**config.mk**
```make
export PLATFORM = sky130hd
export DESIGN_NAME = assembly_line_tokenizer_flat
export DESIGN_NICKNAME = d
export VERILOG_FILES = /design/src/hdl/altok_pkg.sv /design/src/hdl/altok_if.sv /design/src/hdl/assembly_line_tokenizer.sv /design/src/flat_wrapper.sv
export SDC_FILE = /design/constraint.sdc
export NUM_CORES = 1
export LEC_CHECK = 0
export BUFFER_PORTS_ARGS = -buffer_cell sky130_fd_sc_hd__buf_4
export CAP_MARGIN = 20
export CORE_MARGIN = 2
export CORE_UTILIZATION = 64
export CTS_BUF_LIST = sky130_fd_sc_hd__clkbuf_2
export CTS_CLUSTER_SIZE = 8
export DETAILED_ROUTE_END_ITERATION = 7
export PLACE_DENSITY = 0.82
export SLEW_MARGIN = 20
export SYNTH_ARGS = -nofsm -noshare
export SYNTH_HDL_FRONTEND = slang
export SYNTH_SLANG_ARGS = --single-unit
```
**constraint.sdc**
```tcl
create_clock -name i_clk -period 4.95 [get_ports i_clk]
set_clock_uncertainty 0.15 [all_clocks]
set_input_delay 0.495 -clock i_clk [delete_from_list [all_inputs] [get_ports i_clk]]
set_output_delay 0.495 -clock i_clk [all_outputs]
set_load 0.02 [all_outputs]
```
**src/hdl/altok_pkg.sv**
```systemverilog
// Shared types, token codes and keyword tables for the assembly line tokenizer.
`timescale 1ns / 1ps

package altok_pkg;

    // Default line width in columns
    localparam int LINE_COLS_DEF = 256;

    // Token kinds
    localparam logic [3:0] KIND_NUMBER   = 4'd0;
    localparam logic [3:0] KIND_REGISTER = 4'd1;
    localparam logic [3:0] KIND_ADD      = 4'd2;
    localparam logic [3:0] KIND_DIV      = 4'd3;
    localparam logic [3:0] KIND_INC      = 4'd4;
    localparam logic [3:0] KIND_MUL      = 4'd5;
    localparam logic [3:0] KIND_WRITE    = 4'd6;
    localparam logic [3:0] KIND_LABEL    = 4'd7;
    localparam logic [3:0] KIND_EQUAL    = 4'd8;
    localparam logic [3:0] KIND_RBRACKET = 4'd9;
    localparam logic [3:0] KIND_LBRACKET = 4'd10;
    localparam logic [3:0] KIND_AT       = 4'd11;
    localparam logic [3:0] KIND_DOLLAR   = 4'd12;
    localparam logic [3:0] KIND_COMMA    = 4'd13;
    localparam logic [3:0] KIND_ERROR    = 4'd14;
    localparam logic [3:0] KIND_EOL      = 4'd15;

    // Characters with a meaning of their own
    localparam logic [7:0] CH_NUL      = 8'h00;
    localparam logic [7:0] CH_NEWLINE  = 8'h0a;
    localparam logic [7:0] CH_TAB      = 8'h09;
    localparam logic [7:0] CH_CR       = 8'h0d;
    localparam logic [7:0] CH_SPACE    = " ";
    localparam logic [7:0] CH_SEMI     = ";";
    localparam logic [7:0] CH_EQUAL    = "=";
    localparam logic [7:0] CH_RBRACKET = "]";
    localparam logic [7:0] CH_LBRACKET = "[";
    localparam logic [7:0] CH_AT       = "@";
    localparam logic [7:0] CH_DOLLAR   = "$";
    localparam logic [7:0] CH_COMMA    = ",";
    localparam logic [7:0] CH_UNDER    = "_";
    localparam logic [7:0] CH_REG      = "R";

    // Keyword tables: ADD DIV INC MUL WRITE
    localparam int NUM_KW = 5;
    localparam logic [7:0] KW_FIRST [NUM_KW] = '{"A", "D", "I", "M", "W"};
    localparam logic [7:0] KW_REST [NUM_KW][4] = '{
        '{"D", "D", 8'h00, 8'h00},
        '{"I", "V", 8'h00, 8'h00},
        '{"N", "C", 8'h00, 8'h00},
        '{"U", "L", 8'h00, 8'h00},
        '{"R", "I", "T", "E"}
    };
    localparam logic [7:0] KW_REST_LEN [NUM_KW] = '{8'd2, 8'd2, 8'd2, 8'd2, 8'd4};
    localparam logic [3:0] KW_KIND [NUM_KW] =
        '{KIND_ADD, KIND_DIV, KIND_INC, KIND_MUL, KIND_WRITE};

    // One token as it leaves the block
    typedef struct packed {
        logic [3:0] kind;
        logic [7:0] start_col;
        logic [7:0] tok_len;
        logic       last;
    } t_tok;

    function automatic logic is_digit(input logic [7:0] c);
        return (c >= "0") && (c <= "9");
    endfunction

    function automatic logic is_alpha(input logic [7:0] c);
        return ((c >= "a") && (c <= "z")) || ((c >= "A") && (c <= "Z"));
    endfunction

endpackage

```
**src/hdl/altok_if.sv**
```systemverilog
// Request channel interfaces: source bytes in, tokens out.
`timescale 1ns / 1ps

interface altok_in_if;
    logic       valid;
    logic       ready;
    logic [7:0] ch;

    modport source (output valid, output ch, input ready);
    modport sink   (input valid, input ch, output ready);
endinterface

interface altok_out_if;
    logic       valid;
    logic       ready;
    logic [3:0] kind;
    logic [7:0] start_col;
    logic [7:0] tok_len;
    logic       last;

    modport source (output valid, output kind, output start_col, output tok_len,
                    output last, input ready);
    modport sink   (input valid, input kind, input start_col, input tok_len,
                    input last, output ready);
endinterface

```
**src/hdl/assembly_line_tokenizer.sv**
```systemverilog
// Top level of the assembly line tokenizer: byte register, scan logic, token queue.
`timescale 1ns / 1ps

// Usage
//   i_src  : one ASCII source byte per request (ch).
//   o_tok  : tokens (kind, start_col, tok_len, last); last marks the final
//            token caused by one source byte. A byte causes zero, one or two
//            tokens: a flushed pending token, then its own token or end of line.
// Path: a byte is held in the byte register, scanned from there, and its
//   tokens are written into the token queue, from which o_tok shows them.
// Throughput: one byte per cycle while each byte causes at most one token
//   and o_tok is taken every cycle. The token queue drains one token a cycle,
//   so a byte that causes two tokens takes up more of the output.
// Stall: the scan stage waits whenever the four-entry token queue has fewer
//   than two free slots; i_src.ready then drops once the byte register is full.
//   The input side still takes a byte while a finished token waits on o_tok.
// Reset (synchronous, active low): the queue empties, the scanner returns to
//   idle between tokens at column 0, and no token is shown.
module assembly_line_tokenizer #(
    parameter int LINE_COLS = altok_pkg::LINE_COLS_DEF
) (
    input  logic               i_clk,
    input  logic               i_rst_n,
    altok_in_if.sink           i_src,
    altok_out_if.source        o_tok
);

    localparam logic [7:0] ColMax = (LINE_COLS - 1 < 255) ? 8'(LINE_COLS - 1) : 8'd255;
    localparam int QDepth = 4;

    typedef enum logic [1:0] {
        MODE_IDLE,
        MODE_NUM,
        MODE_IDENT,
        MODE_SKIP
    } t_mode;

    // Byte register
    logic       r_in_valid;
    logic [7:0] r_ch;

    // Scanner state
    t_mode      r_mode, n_mode;
    logic [7:0] r_column, n_column;
    logic [7:0] r_pstart, n_pstart;
    logic [7:0] r_plen, n_plen;
    logic [7:0] r_first, n_first;
    logic [4:0] r_hits, n_hits;
    logic       r_sid, n_sid;

    // Token queue
    altok_pkg::t_tok r_q [QDepth];
    logic [1:0] r_wr_ptr;
    logic [1:0] r_rd_ptr;
    logic [2:0] r_count;

    logic            proc;
    logic            pop;
    logic [1:0]      n_res;
    altok_pkg::t_tok res_first, res_second;

    // Scan stage runs when two queue slots are free
    assign proc = r_in_valid && (r_count <= 3'd2);
    assign pop  = o_tok.valid && o_tok.ready;
    assign i_src.ready = !r_in_valid || proc;

    assign o_tok.valid     = (r_count != 3'd0);
    assign o_tok.kind      = r_q[r_rd_ptr].kind;
    assign o_tok.start_col = r_q[r_rd_ptr].start_col;
    assign o_tok.tok_len   = r_q[r_rd_ptr].tok_len;
    assign o_tok.last      = r_q[r_rd_ptr].last;

    // Scan one byte: state update and up to two tokens
    always_comb begin
        logic       dig, alp, eol, cont, flush, have_b;
        logic [7:0] up, pm1;
        logic [3:0] fkind, bkind;
        logic [7:0] blen;

        dig = altok_pkg::is_digit(r_ch);
        alp = altok_pkg::is_alpha(r_ch);
        eol = (r_ch == altok_pkg::CH_NUL) || (r_ch == altok_pkg::CH_NEWLINE);
        up  = ((r_ch >= "a") && (r_ch <= "z")) ? r_ch - 8'd32 : r_ch;
        pm1 = r_plen - 8'd1;

        n_mode   = r_mode;
        n_pstart = r_pstart;
        n_plen   = r_plen;
        n_first  = r_first;
        n_hits   = r_hits;
        n_sid    = r_sid;
        n_column = eol ? 8'd0 : ((r_column < ColMax) ? r_column + 8'd1 : ColMax);

        have_b = 1'b0;
        bkind  = altok_pkg::KIND_ERROR;
        blen   = 8'd1;

        cont = ((r_mode == MODE_NUM) && dig) ||
               ((r_mode == MODE_IDENT) && (dig || alp || (r_ch == altok_pkg::CH_UNDER)));
        flush = !cont && ((r_mode == MODE_NUM) || (r_mode == MODE_IDENT));

        // Class of the pending token
        fkind = altok_pkg::KIND_LABEL;
        for (int k = altok_pkg::NUM_KW - 1; k >= 0; k--) begin
            if (r_hits[k] && (r_plen == altok_pkg::KW_REST_LEN[k] + 8'd1)) begin
                fkind = altok_pkg::KW_KIND[k];
            end
        end
        if ((r_plen == 8'd2) && (r_first == altok_pkg::CH_REG) && r_sid) begin
            fkind = altok_pkg::KIND_REGISTER;
        end
        if (r_mode == MODE_NUM) begin
            fkind = altok_pkg::KIND_NUMBER;
        end

        if (cont) begin
            // Extend the pending token
            if (r_mode == MODE_IDENT) begin
                if (r_plen == 8'd1) begin
                    n_sid = dig;
                end
                for (int k = 0; k < altok_pkg::NUM_KW; k++) begin
                    if (!((r_plen >= 8'd1) && (pm1 < altok_pkg::KW_REST_LEN[k]) &&
                          (up == altok_pkg::KW_REST[k][pm1[1:0]]))) begin
                        n_hits[k] = 1'b0;
                    end
                end
            end
            n_plen = (r_plen < 8'd255) ? r_plen + 8'd1 : 8'd255;
        end else begin
            if (flush) begin
                n_mode = MODE_IDLE;
                n_plen = 8'd0;
            end
            if (eol) begin
                have_b = 1'b1;
                bkind  = altok_pkg::KIND_EOL;
                blen   = 8'd0;
                n_mode = MODE_IDLE;
            end else if (flush || (r_mode == MODE_IDLE)) begin
                // Byte between tokens
                case (r_ch)
                    altok_pkg::CH_EQUAL: begin
                        have_b = 1'b1;
                        bkind  = altok_pkg::KIND_EQUAL;
                    end
                    altok_pkg::CH_RBRACKET: begin
                        have_b = 1'b1;
                        bkind  = altok_pkg::KIND_RBRACKET;
                    end
                    altok_pkg::CH_LBRACKET: begin
                        have_b = 1'b1;
                        bkind  = altok_pkg::KIND_LBRACKET;
                    end
                    altok_pkg::CH_AT: begin
                        have_b = 1'b1;
                        bkind  = altok_pkg::KIND_AT;
                    end
                    altok_pkg::CH_DOLLAR: begin
                        have_b = 1'b1;
                        bkind  = altok_pkg::KIND_DOLLAR;
                    end
                    altok_pkg::CH_COMMA: begin
                        have_b = 1'b1;
                        bkind  = altok_pkg::KIND_COMMA;
                    end
                    altok_pkg::CH_SPACE, altok_pkg::CH_TAB, altok_pkg::CH_CR: begin
                        have_b = 1'b0;
                    end
                    altok_pkg::CH_SEMI: begin
                        n_mode = MODE_SKIP;
                    end
                    default: begin
                        if (dig) begin
                            n_mode   = MODE_NUM;
                            n_pstart = r_column;
                            n_plen   = 8'd1;
                        end else if (alp) begin
                            n_mode   = MODE_IDENT;
                            n_pstart = r_column;
                            n_plen   = 8'd1;
                            n_first  = r_ch;
                            n_sid    = 1'b0;
                            for (int k = 0; k < altok_pkg::NUM_KW; k++) begin
                                n_hits[k] = (r_ch == altok_pkg::KW_FIRST[k]);
                            end
                        end else begin
                            // Unexpected byte: error, skip rest of line
                            have_b = 1'b1;
                            bkind  = altok_pkg::KIND_ERROR;
                            n_mode = MODE_SKIP;
                        end
                    end
                endcase
            end
        end

        // Order the tokens: flushed one first
        res_second = '{kind: bkind, start_col: r_column, tok_len: blen, last: 1'b1};
        if (flush) begin
            res_first = '{kind: fkind, start_col: r_pstart, tok_len: r_plen,
                          last: !have_b};
            n_res     = have_b ? 2'd2 : 2'd1;
        end else begin
            res_first = res_second;
            n_res     = have_b ? 2'd1 : 2'd0;
        end
    end

    // State, byte register and token queue
    always_ff @(posedge i_clk) begin
        if (!i_rst_n) begin
            r_in_valid <= 1'b0;
            r_mode     <= MODE_IDLE;
            r_column   <= 8'd0;
            r_pstart   <= 8'd0;
            r_plen     <= 8'd0;
            r_first    <= 8'd0;
            r_hits     <= 5'h1f;
            r_sid      <= 1'b0;
            r_wr_ptr   <= 2'd0;
            r_rd_ptr   <= 2'd0;
            r_count    <= 3'd0;
        end else begin
            if (i_src.valid && i_src.ready) begin
                r_in_valid <= 1'b1;
                r_ch       <= i_src.ch;
            end else if (proc) begin
                r_in_valid <= 1'b0;
            end

            if (proc) begin
                r_mode   <= n_mode;
                r_column <= n_column;
                r_pstart <= n_pstart;
                r_plen   <= n_plen;
                r_first  <= n_first;
                r_hits   <= n_hits;
                r_sid    <= n_sid;
                if (n_res != 2'd0) begin
                    r_q[r_wr_ptr] <= res_first;
                end
                if (n_res == 2'd2) begin
                    r_q[r_wr_ptr + 2'd1] <= res_second;
                end
                r_wr_ptr <= r_wr_ptr + n_res;
            end

            if (pop) begin
                r_rd_ptr <= r_rd_ptr + 2'd1;
            end
            r_count <= r_count + (proc ? {1'b0, n_res} : 3'd0) - {2'b00, pop};
        end
    end

endmodule

```
**src/flat_wrapper.sv**
```systemverilog
// flat-port wrapper written by rule: the top's interface ports become plain ports
module assembly_line_tokenizer_flat 
#(
    parameter int LINE_COLS = altok_pkg::LINE_COLS_DEF
)
  (i_clk, i_rst_n, i_src_valid, i_src_ch, i_src_ready, o_tok_valid, o_tok_kind, o_tok_start_col, o_tok_tok_len, o_tok_last, o_tok_ready);
  altok_in_if i_src_i ();
  altok_out_if o_tok_i ();
  input  logic i_clk;
  input  logic i_rst_n;
  input wire logic [$bits(i_src_i.valid)-1:0] i_src_valid;
  input wire logic [$bits(i_src_i.ch)-1:0] i_src_ch;
  output wire logic [$bits(i_src_i.ready)-1:0] i_src_ready;
  output wire logic [$bits(o_tok_i.valid)-1:0] o_tok_valid;
  output wire logic [$bits(o_tok_i.kind)-1:0] o_tok_kind;
  output wire logic [$bits(o_tok_i.start_col)-1:0] o_tok_start_col;
  output wire logic [$bits(o_tok_i.tok_len)-1:0] o_tok_tok_len;
  output wire logic [$bits(o_tok_i.last)-1:0] o_tok_last;
  input wire logic [$bits(o_tok_i.ready)-1:0] o_tok_ready;
  assign i_src_i.valid = i_src_valid;
  assign i_src_i.ch = i_src_ch;
  assign i_src_ready = i_src_i.ready;
  assign o_tok_valid = o_tok_i.valid;
  assign o_tok_kind = o_tok_i.kind;
  assign o_tok_start_col = o_tok_i.start_col;
  assign o_tok_tok_len = o_tok_i.tok_len;
  assign o_tok_last = o_tok_i.last;
  assign o_tok_i.ready = o_tok_ready;
  assembly_line_tokenizer #(.LINE_COLS(LINE_COLS)) u_core (.i_clk(i_clk), .i_rst_n(i_rst_n), .i_src(i_src_i), .o_tok(o_tok_i));
endmodule
```
# --- Word level (Yosys, flattened, before mapping) ---
# Memory sizes are Yosys's and may differ from the RTL's. A register that Yosys moved wholly into a read port is not among the register bits.
# Cells that the tools add are included.
op_classes:
  n_addsub: 9
  n_mul: 0
  n_div: 0
  order_cmp: 13
  eq_ne: 40
  shifts: 0
  n_mux: 90
  n_bitwise: 5
  n_reduce_logical: 56
ops:
  columns: ["op", "count"]
  rows:
  - ["8-bit 2-to-1 mux", 24]
  - ["8-bit binary-select mux with 2-bit select", 5]
  - ["8-bit by 7-bit == test with 1-bit output, second input constant", 10]
  - ["8-bit AND reduction", 6]
  - ["8-bit by 6-bit == test with 1-bit output, second input constant", 5]
  - ["8-bit == test", 5]
  - ["5-bit 2-to-1 mux", 7]
  - ["1-bit 2-to-1 mux", 32]
  - ["8-bit by 4-bit == test with 1-bit output, second input constant", 3]
  - ["1-bit logical AND", 23]
  - ["2-bit 2-to-1 mux", 11]
  - ["21-bit 2-to-1 mux", 1]
  - ["3-bit one-hot mux with 6 select lines", 1]
  - ["8-bit by 1-bit adder with 8-bit output, second input constant", 2]
  - ["8-bit by 2-bit == test with 1-bit output, second input constant", 2]
  - ["8-bit by 7-bit greater-or-equal comparator with 1-bit output, second input constant", 2]
  - ["8-bit by 7-bit less-or-equal comparator with 1-bit output, second input constant", 2]
  - ["8-bit < comparator, second input constant", 2]
  - ["2-bit inequality test, second input constant", 8]
  - ["3-bit 2-to-1 mux", 4]
  - ["4-bit 2-to-1 mux", 3]
  - ["2-bit nonzero test", 5]
  - ["10-bit OR reduction", 1]
  - ["9-bit OR reduction", 1]
  - ["other kinds (32)", 48]
word_totals:
  reg_bits: 56
  latchBits: 0
  ramBits: 84
  rom_bits: 0
  in_bits: 12
  out_inout_bits: 23
  wordCells: 230
  memories: 1
memory_table:
  columns: ["name", "depth", "word_bits", "read_ports", "rd_ports_with_merged_regs", "write_ports", "line_no", "source"]
  rows:
  - ["u_core.r_q", 4, 21, 1, 1, 2, "assembly_line_tokenizer.sv:52", "altok_pkg::t_tok r_q [QDepth];"]

# --- Logic depth before layout (Yosys ltp) ---
depth:
  ltp_word: 20
  mapped_depth: 18
  depth_no_buf: 15

# --- Least setup slack after synthesis ---
# No wires, ideal clock.
synth_timing:
  path_kind: "register -> register"
  start: "register u_core.r_ch[2]"
  end: "memory u_core.r_q[2][10] (netlist name), enable pin"
  setup_time_ns: 0.348
  t_arrival_ns: 3.901
  required_time_ns: 4.452
  slack_ns: 0.551
  path_stages_with_launch: 16
  n_path_buf: 5
  synth_period_minus_slack_ns: 4.399
  cell_sequence: "edfxtp_1 > buf_6 > or4_4 > o31a_1 > o22a_1 > buf_6 > o31ai_1 > clkbuf_1 > a31o_2 > ha_1 > nand3_1 > or3b_2 > clkbuf_1 > and2_1 > clkbuf_1 > inv_1"
synth_rtl:
  columns: ["item", "line_no", "source"]
  rows:
  - ["start: declaration", "assembly_line_tokenizer.sv:40", "logic [7:0] r_ch;"]
  - ["start signal: assignment", "assembly_line_tokenizer.sv:227", "r_ch <= i_src.ch;"]
  - ["end: declaration", "assembly_line_tokenizer.sv:52", null]

==> impl_metrics.csv <==
group,metric,value,unit
worst_setup_path,critPathLaunchType,"flop",
detailed_routing,route.detailed.drc,0,
cells_and_area,final_layout_size_suffix_gt1_share,16.3,%
worst_setup_path,critPathKind,"reg -> reg",
detailed_routing,avgViaCountPerCell,6.89,
placement,post-dp-hpwl,13.1,mm
clocking,cts_buffers,17,
placement,pre_cts_ws,441,ps
detailed_routing,wl_per_cell,20.7,um
clocking,clkLatencyLatePin,730,ps
placement,io_buffer_count,34,
floorplan,die_height,112,um
logic_synthesis,ys_warn_count,0,
power,p_per_area,360,nW/um^2
logic_synthesis,synth.avg_cell_area,10.3,um^2
placement,gp_congestion,0.941,
power,pwr-share-clk,24.8,%
global_routing,overflow,0,
floorplan,io_pins,35,
sta,tightest_slew,1070,ps
cells_and_area,regArea,3400,um^2
worst_setup_path,required,5180,ps
logic_synthesis,ys_ff_latch,142,
cells_and_area,layout_commonest_cell,"dfxtp_1",
worst_setup_path,rrSetupSlack,410,ps
logic_synthesis,synth_edf_count,56,
sta,slew-limit-headroom,28.6,%
floorplan,core,11400,um^2
power,p_comb_share,29.0,%
worst_hold_path,min_path_type,"in -> reg",
worst_setup_path,slowest_stage,"edfxtp_1",
cells_and_area,final_nets,782,
global_routing,grt_antenna_before_repair,0,
worst_setup_path,crit_path_max_incr_delay,630,ps
clocking,htreeDepth,4,
cells_and_area,area_growth,9.29,%
power,netSwitchingPower,1040,uW
logic_synthesis,synth_area,7490,um^2
sta,worst_slack,413,ps
detailed_routing,drt_pre_antenna_iters,5,
clocking,cts.path.max_buffers,2,
logic_synthesis,synth_cell_types,69,
cells_and_area,multiInputGateArea,3710,um^2
run_status,status,"finished clean",
global_routing,grt_start_max_net_pins,49,
sta,hold_viol,0,
detailed_routing,vias,6233,
power,p_leak,0.00296,uW
floorplan,fp-row-count,39,
clocking,cts_sinks,142,
power,p_int,1910,uW
sta,period_minus_slack,4540,ps
sta,fmax,0.220,GHz
cells_and_area,final_cell_mix,"dfxtp_1, a22o_1, edfxtp_1",
logic_synthesis,synth-seq-area-share,45.4,%
logic_synthesis,synthCells,728,
worst_setup_path,cp_cell_sequence,"nor4bb_2, a221oi_1, o22a_1, o31ai_1, a31o_2, ha_1, nand3_1, or3b_2, and2_1, inv_1",
power,power_frac_seq,46.2,%
clocking,cts_tree,"built",
cells_and_area,fillers,833,
worst_setup_path,worstPathMaxFanout,13,
sta,fin_setup_tns,0,ps
cells_and_area,diodes,0,
sta,slew_violations,0,
sta,finalCritPeriodShare,91.6,%
detailed_routing,drt-initial-drc-count,710,
global_routing,grt_pass1_vias,6010,
power,p_sw_share,35.3,%
floorplan,start_util,65.6,%
clocking,clock_tree.root_cell,"clkbuf_2",
detailed_routing,totalWireLength,18.7,mm
worst_setup_path,end_kind,"flop",
floorplan,die_w,112,um
logic_synthesis,synth-main-ff-cell,"dfxtp_1",
clocking,clk_pin_slew,230,ps
worst_setup_path,cp_data_arrival_time,4770,ps
power,ir_worst_vdd,0.000333,V
logic_synthesis,async_reset_ff_share,0,%
detailed_routing,final_antenna_net_count,0,
floorplan,dieArea,12600,um^2
sta,setup_viol,0,
global_routing,grt_pass1_wl,30.8,mm
logic_synthesis,syn_nets,761,
job,maxCapViolations,0,
sta,whs,58.4,ps
global_routing,grt_usage,30.9,%
sta,rsz0062_at_grt,"no",
## power groups by stage
| stage | sequential, uW | clock (uW) | combinational, uW |
|---|---|---|---|
| after floorplan | 1350 | 0 | 636 |
| after CTS | 1360 | 745 | 854 |
| after detailed placement | 1390 | 0 | 843 |
| after global routing | 1380 | 787 | 933 |
| final | 1360 | 731 | 855 |
| after global placement | 1380 | 0 | 826 |
## metrics by stage
step | cells | area, um^2 | utilization [%] | power, uW
detailed placement | 863 | 7820 | 68.5 | 2230
global placement | 863 | 7820 | 68.5 | 2210
global route | 905 | 8180 | 71.7 | 3090
finish | 905 | 8180 | 71.7 | 2950
floorplan | 728 | 7490 | - | 1980
CTS | 905 | 8180 | 71.6 | 2960
## synth_stat cells (14+ instances only)
cell | number | share of area [%]
a21oi_1 | 29 | 1.9
a22o_1 | 61 | 7.1
clkbuf_1 | 47 | 2.4
dfxtp_1 | 86 | 23
edfxtp_1 | 56 | 22
ha_1 | 20 | 3.3
inv_1 | 30 | 1.5
mux4_2 | 21 | 6.3
nand2_1 | 47 | 2.4
nand3_1 | 22 | 1.5
nand4_1 | 15 | 1.3
nor2_1 | 35 | 1.8
nor3_1 | 22 | 1.5
o21ai_0 | 23 | 1.5
or3_1 | 14 | 1.2
## worst max-delay path: cells and delay by family (launching register included)
family	cells	cell delay [ps]
fa+ha+maj	1	280
flops	1	630
simple gates	4	1540
buf+inv	1	450
compound gates	4	1120
## final cells by class
type,instances,area share (%)
Clock buffer,17,1.04
Clock inverter,15,2.16
Inverter,32,1.47
Multi-Input combinational cell,491,45.3
Sequential cell,142,41.6
Tap cell,143,2.19
Timing Repair Buffer,65,6.27
## per-layer routing
metal  routed length [um]  up-vias  share of wire, %  global-route usage (%)
met4                  593        0               3.2                    13.7
met2                 9040      347                48                    50.0
met3                 1570       64               8.4                    7.07
li1                     -     2861                 -                       -
met5                    0        -                 0                       0
met1                 7500     2961                40                    40.1
## logic make-up after synthesis
logic type      Yosys count  share of synthesized area (%)
mux                      30                           7.52
fa+ha+maj                21                           3.61
compound gates          212                           21.1
flops                   142                           45.4
xor+xnor                 11                           1.29
buf+inv                  95                           5.20
simple gates            217                           15.9
## state kept, by name, summed over array words and instances (netlist names), 3 cells and up, named ones only
signal	count
u_core.r_q	84
u_core.r_ch	8
u_core.r_column	8
u_core.r_first	8
u_core.r_plen	8
u_core.r_pstart	8
u_core.r_hits	5
u_core.r_count	3
## worst paths after layout
path                                  start                               to  cells past startpoint
max reg2reg        u_core.r_ch[6]$_DFFE_PP_      u_core.r_q[3][13]$_DFFE_PP_                     10
min reg2reg  u_core.r_first[7]$_SDFFE_PN0P_   u_core.r_first[7]$_SDFFE_PN0P_                      2
min                             o_tok_ready  u_core.r_rd_ptr[0]$_SDFFE_PN0P_                      4
max                u_core.r_ch[6]$_DFFE_PP_      u_core.r_q[3][13]$_DFFE_PP_                     10
## repair_timing
item,in CTS,in global routing
hold buffers,10,0
buffers inserted,0,0
resized for setup,0,1
hold endpoints to repair,12,0
setup endpoints to repair,0,12
Power figures use the tool's default switching activity.
